--- src/sv/bit_pkg.sv ---
`default_nettype none
package bit_pkg;
    localparam int MaxDim  = 64;
    localparam int RowW    = 64;
    localparam int IdxW    = 6;
    localparam int CntW    = 7;
    localparam int CfgW    = 7;

    localparam logic CfgNumRows = 1'b0;
    localparam logic CfgNumCols = 1'b1;

    // Three-row window and sub-iteration flag handed to the row of cells
    typedef struct packed {
        logic [RowW-1:0] up;
        logic [RowW-1:0] mid;
        logic [RowW-1:0] dn;
        logic            second;
    } t_win;

    // Zhang-Suen removal test for one pixel, neighbors in ring order N..NW
    function automatic logic zs_remove(input logic p, input logic [7:0] nb,
                                       input logic second);
        logic [3:0] cnt;
        logic [3:0] trans;
        logic       p1;
        logic       p2;
        cnt   = '0;
        trans = '0;
        for (int k = 0; k < 8; k++) begin
            cnt = cnt + {3'b000, nb[k]};
            if (!nb[k] && nb[(k + 1) % 8]) begin
                trans = trans + 4'd1;
            end
        end
        if (second) begin
            p1 = nb[0] & nb[2] & nb[6];
            p2 = nb[0] & nb[4] & nb[6];
        end else begin
            p1 = nb[0] & nb[2] & nb[4];
            p2 = nb[2] & nb[4] & nb[6];
        end
        return p && trans == 4'd1 && cnt >= 4'd2 && cnt <= 4'd6 && !p1 && !p2;
    endfunction
endpackage
`default_nettype wire

--- src/sv/bit_cell.sv ---
`default_nettype none
// One pixel column cell: evaluates removal of its pixel for the row in the window.
module bit_cell (
    input  wire logic       i_p,
    input  wire logic [7:0] i_nb,
    input  wire logic       i_second,
    output logic            o_keep
);
    assign o_keep = i_p & ~bit_pkg::zs_remove(i_p, i_nb, i_second);
endmodule
`default_nettype wire

--- src/sv/bit_row.sv ---
`default_nettype none
// Row of column cells; output row is the thinned middle row of the window.
module bit_row (
    input  wire bit_pkg::t_win             i_win,
    input  wire logic [bit_pkg::RowW-1:0] i_mask,
    output logic      [bit_pkg::RowW-1:0] o_row
);
    localparam int W = bit_pkg::RowW;
    logic [W+1:0] w_u;
    logic [W+1:0] w_m;
    logic [W+1:0] w_d;
    assign w_u = {1'b0, i_win.up & i_mask, 1'b0};
    assign w_m = {1'b0, i_win.mid & i_mask, 1'b0};
    assign w_d = {1'b0, i_win.dn & i_mask, 1'b0};

    for (genvar c = 0; c < W; c++) begin : g_cell
        bit_cell u_cell (
            .i_p     (w_m[c+1]),
            .i_nb    ({w_u[c], w_m[c], w_d[c], w_d[c+1], w_d[c+2], w_m[c+2],
                       w_u[c+2], w_u[c+1]}),
            .i_second(i_win.second),
            .o_keep  (o_row[c])
        );
    end
endmodule
`default_nettype wire

--- config.mk ---
export PLATFORM = sky130hd
export DESIGN_NAME = bit_row
export DESIGN_NICKNAME = d
export VERILOG_FILES = /design/src/sv/bit_pkg.sv /design/src/sv/bit_cell.sv /design/src/sv/bit_row.sv
export SDC_FILE = /design/constraint.sdc
export NUM_CORES = 1
export LEC_CHECK = 0
export ABC_AREA = 1
export BUFFER_PORTS_ARGS = -buffer_cell sky130_fd_sc_hd__buf_2
export CAP_MARGIN = 25
export CORE_ASPECT_RATIO = 1.5
export CORE_MARGIN = 3
export CORE_UTILIZATION = 35
export DETAILED_ROUTE_END_ITERATION = 8
export PLACE_DENSITY = 0.47
export SYNTH_ARGS = -nofsm -noshare
export SYNTH_HDL_FRONTEND = slang
export SYNTH_SLANG_ARGS = --single-unit
--- constraint.sdc ---
create_clock -name vclk -period 12.2
set_input_delay 3.66 -clock vclk [all_inputs]
set_output_delay 3.66 -clock vclk [all_outputs]
set_load 0.05 [all_outputs]
==> metrics.csv <==
metric,value,unit
"commonest non-fill, non-tap cell in the layout",nand2_1,
Worst Hold Class,in -> out,
"Distinct cells, synth",54,
setup repair bufs after CTS,0,
max cap viols,0,
Avg Inst Size Synth,5.448,um^2
Cell Rows,150,
initial antenna violation count,32,
die width,281.1,um
total gr overflow,0,
Tightest Pin Transition,819.4,ps
RSZ-0062 raised after global routing,false,
most frequent cells in the layout,"nand2_1 (2412), inv_1 (1190), nand3_1 (879)",
CP dominant cell by count,nand2_1,
die area,117700,um^2
die height,418.6,um
Tmin final,11610,ps
layout net count,8504,
FF+latch count,0,
Initial Util,0.3546,
detailed-route via count,44563,
Slew Limit Headroom,0.4537,
CORE AREA,112000,um^2
largest net degree at the start of global routing,86,
total power,2155,uW
sequential element share of the synthesized area,0,
crit path launch type,input pin,
Worst path slowest cell,or2_2,
syn_nets,8254,
IO Count,321,
crit path DAT,7950,ps
Post-Syn Area,39730,um^2
Fmax achieved,86.12,MHz
final period utilization,0.9517,
first-pass GRT wire length,201200,um
dpl hpwl,107800,um
Vias/cell,4.949,
fillers,12880,
# hold bufs at CTS,0,
"slowest stage delay, CP",300,ps
hold_ws,7803,ps
final setup fails,0,
number of buffers added on ports,321,
fin worst setup slack,588.7,ps
Crit Path Class,in -> out,
Max IR drop VDD,0.02496,mV
Routed WL,122600,um
Routed Antenna Nets,0,
# clk buffers,0,
GRT Overall Usage,0.2013,
leakage,0.02652,uW
status,completed,
Syn Inst Count,7292,
TNS Setup,0,ps
pre-CTS setup slack,604.3,ps
post-cts sizing count,0,
routed len/inst,13.62,um
Ys Warns,0,
share of layout cells above drive strength 1,0.1202,
first-pass iteration count of the detailed router,7,
final weighted congestion in routability-driven placement,0.8771,
max-slew violation count,0,
Setup crit end kind,primary output,
Critical Path RT,8540,ps
DRC errors left,0,
area delta synth->final,7.575,%
pwr dens,50.43,nW/um^2
register area,0,um^2
Fin. Hold Viols,0,
number of global-route vias before repair,42898,
1st-iter DRT viols,1482,
largest fanout on the critical path,8,
==> synthesized netlist by cell type, drive strengths merged, types with 13 or more instances <==
| cell | instances | area [um^2] |
|---|---|---|
| nand2 | 2695 | 10940 |
| inv | 1305 | 4903 |
| nand3 | 907 | 4679 |
| ha | 575 | 7194 |
| nor2 | 568 | 2302 |
| a21oi | 233 | 1166 |
| o21ai | 185 | 948.4 |
| fa | 130 | 2603 |
| or2 | 114 | 713.2 |
| nand4 | 100 | 625.6 |
| xor2 | 84 | 735.7 |
| buf | 77 | 540.5 |
| o211ai | 60 | 450.4 |
| xnor2 | 58 | 508.0 |
| nand3b | 35 | 262.8 |
| nor3 | 22 | 110.1 |
| a21o | 16 | 120.1 |
| a31oi | 16 | 118.9 |
| clkbuf | 13 | 48.80 |
==> worst paths after layout <==
path	startpoint	to	slack [ps]	cells after the start
worst min-delay path	i_mask[7]	o_row[7]	7800	4
worst max-delay path	i_mask[10]	o_row[9]	590	30
==> cells by family (layout without fill, tap and decap cells) <==
logic type,after synthesis,after routing,synth area share
buf+inv,1404,1652,0.1393
xor+xnor,143,143,0.03187
simple gates,4457,4457,0.4970
fa+ha+maj,705,705,0.2466
compound gates,583,583,0.08523
other cells,0,20,0
==> power breakdown <==
part | internal, uW | total (uW) | switching (uW) | leakage, uW
Clock | 0.000220 | 0.000220 | 0 | 0.000000127
Combinational | 777 | 2160 | 1380 | 0.0265
Sequential | 0 | 0 | 0 | 0
Total | 777 | 2160 | 1380 | 0.0265
==> area by class of cell <==
class | count | area [um^2] | area share
Multi-Input combinational cell | 5888 | 34190 | 0.8001
Inverter | 1314 | 4949 | 0.1158
Tap cell | 1444 | 1807 | 0.04228
Timing Repair Buffer | 338 | 1737 | 0.04064
Antenna cell | 20 | 50.05 | 0.001171
==> stage by stage <==
step / utilization / cell area [um^2] / cells
global route: 0.3812 / 42710 / 8994
detailed placement: 0.3810 / 42690 / 8984
CTS: 0.3810 / 42690 / 8984
finish: 0.3814 / 42740 / 9004
global placement: 0.3810 / 42690 / 8984
floorplan: - / 39730 / 7292
==> worst max-delay path, delay by kind of cell <==
family                   cells  cell delay, ps
AO/OA/AOI/OAI                1             110
XOR/XNOR                     2             310
AND/OR/NAND/NOR             16            1780
buffers and inverters        5             600
adder cells (fa/ha/maj)      6            1460
==> metal layers <==
layer  wire [um]  GRT usage  share of wire  vias up
met5         138          0         0.0011        -
met4        2375    0.03686          0.019       20
met3        4162    0.01823          0.034      137
met2       65630     0.4112           0.54      549
met1       50330     0.2215           0.41    20214
li1            -          -              -    23643
Note: power is estimated with default switching activity, not from simulation.
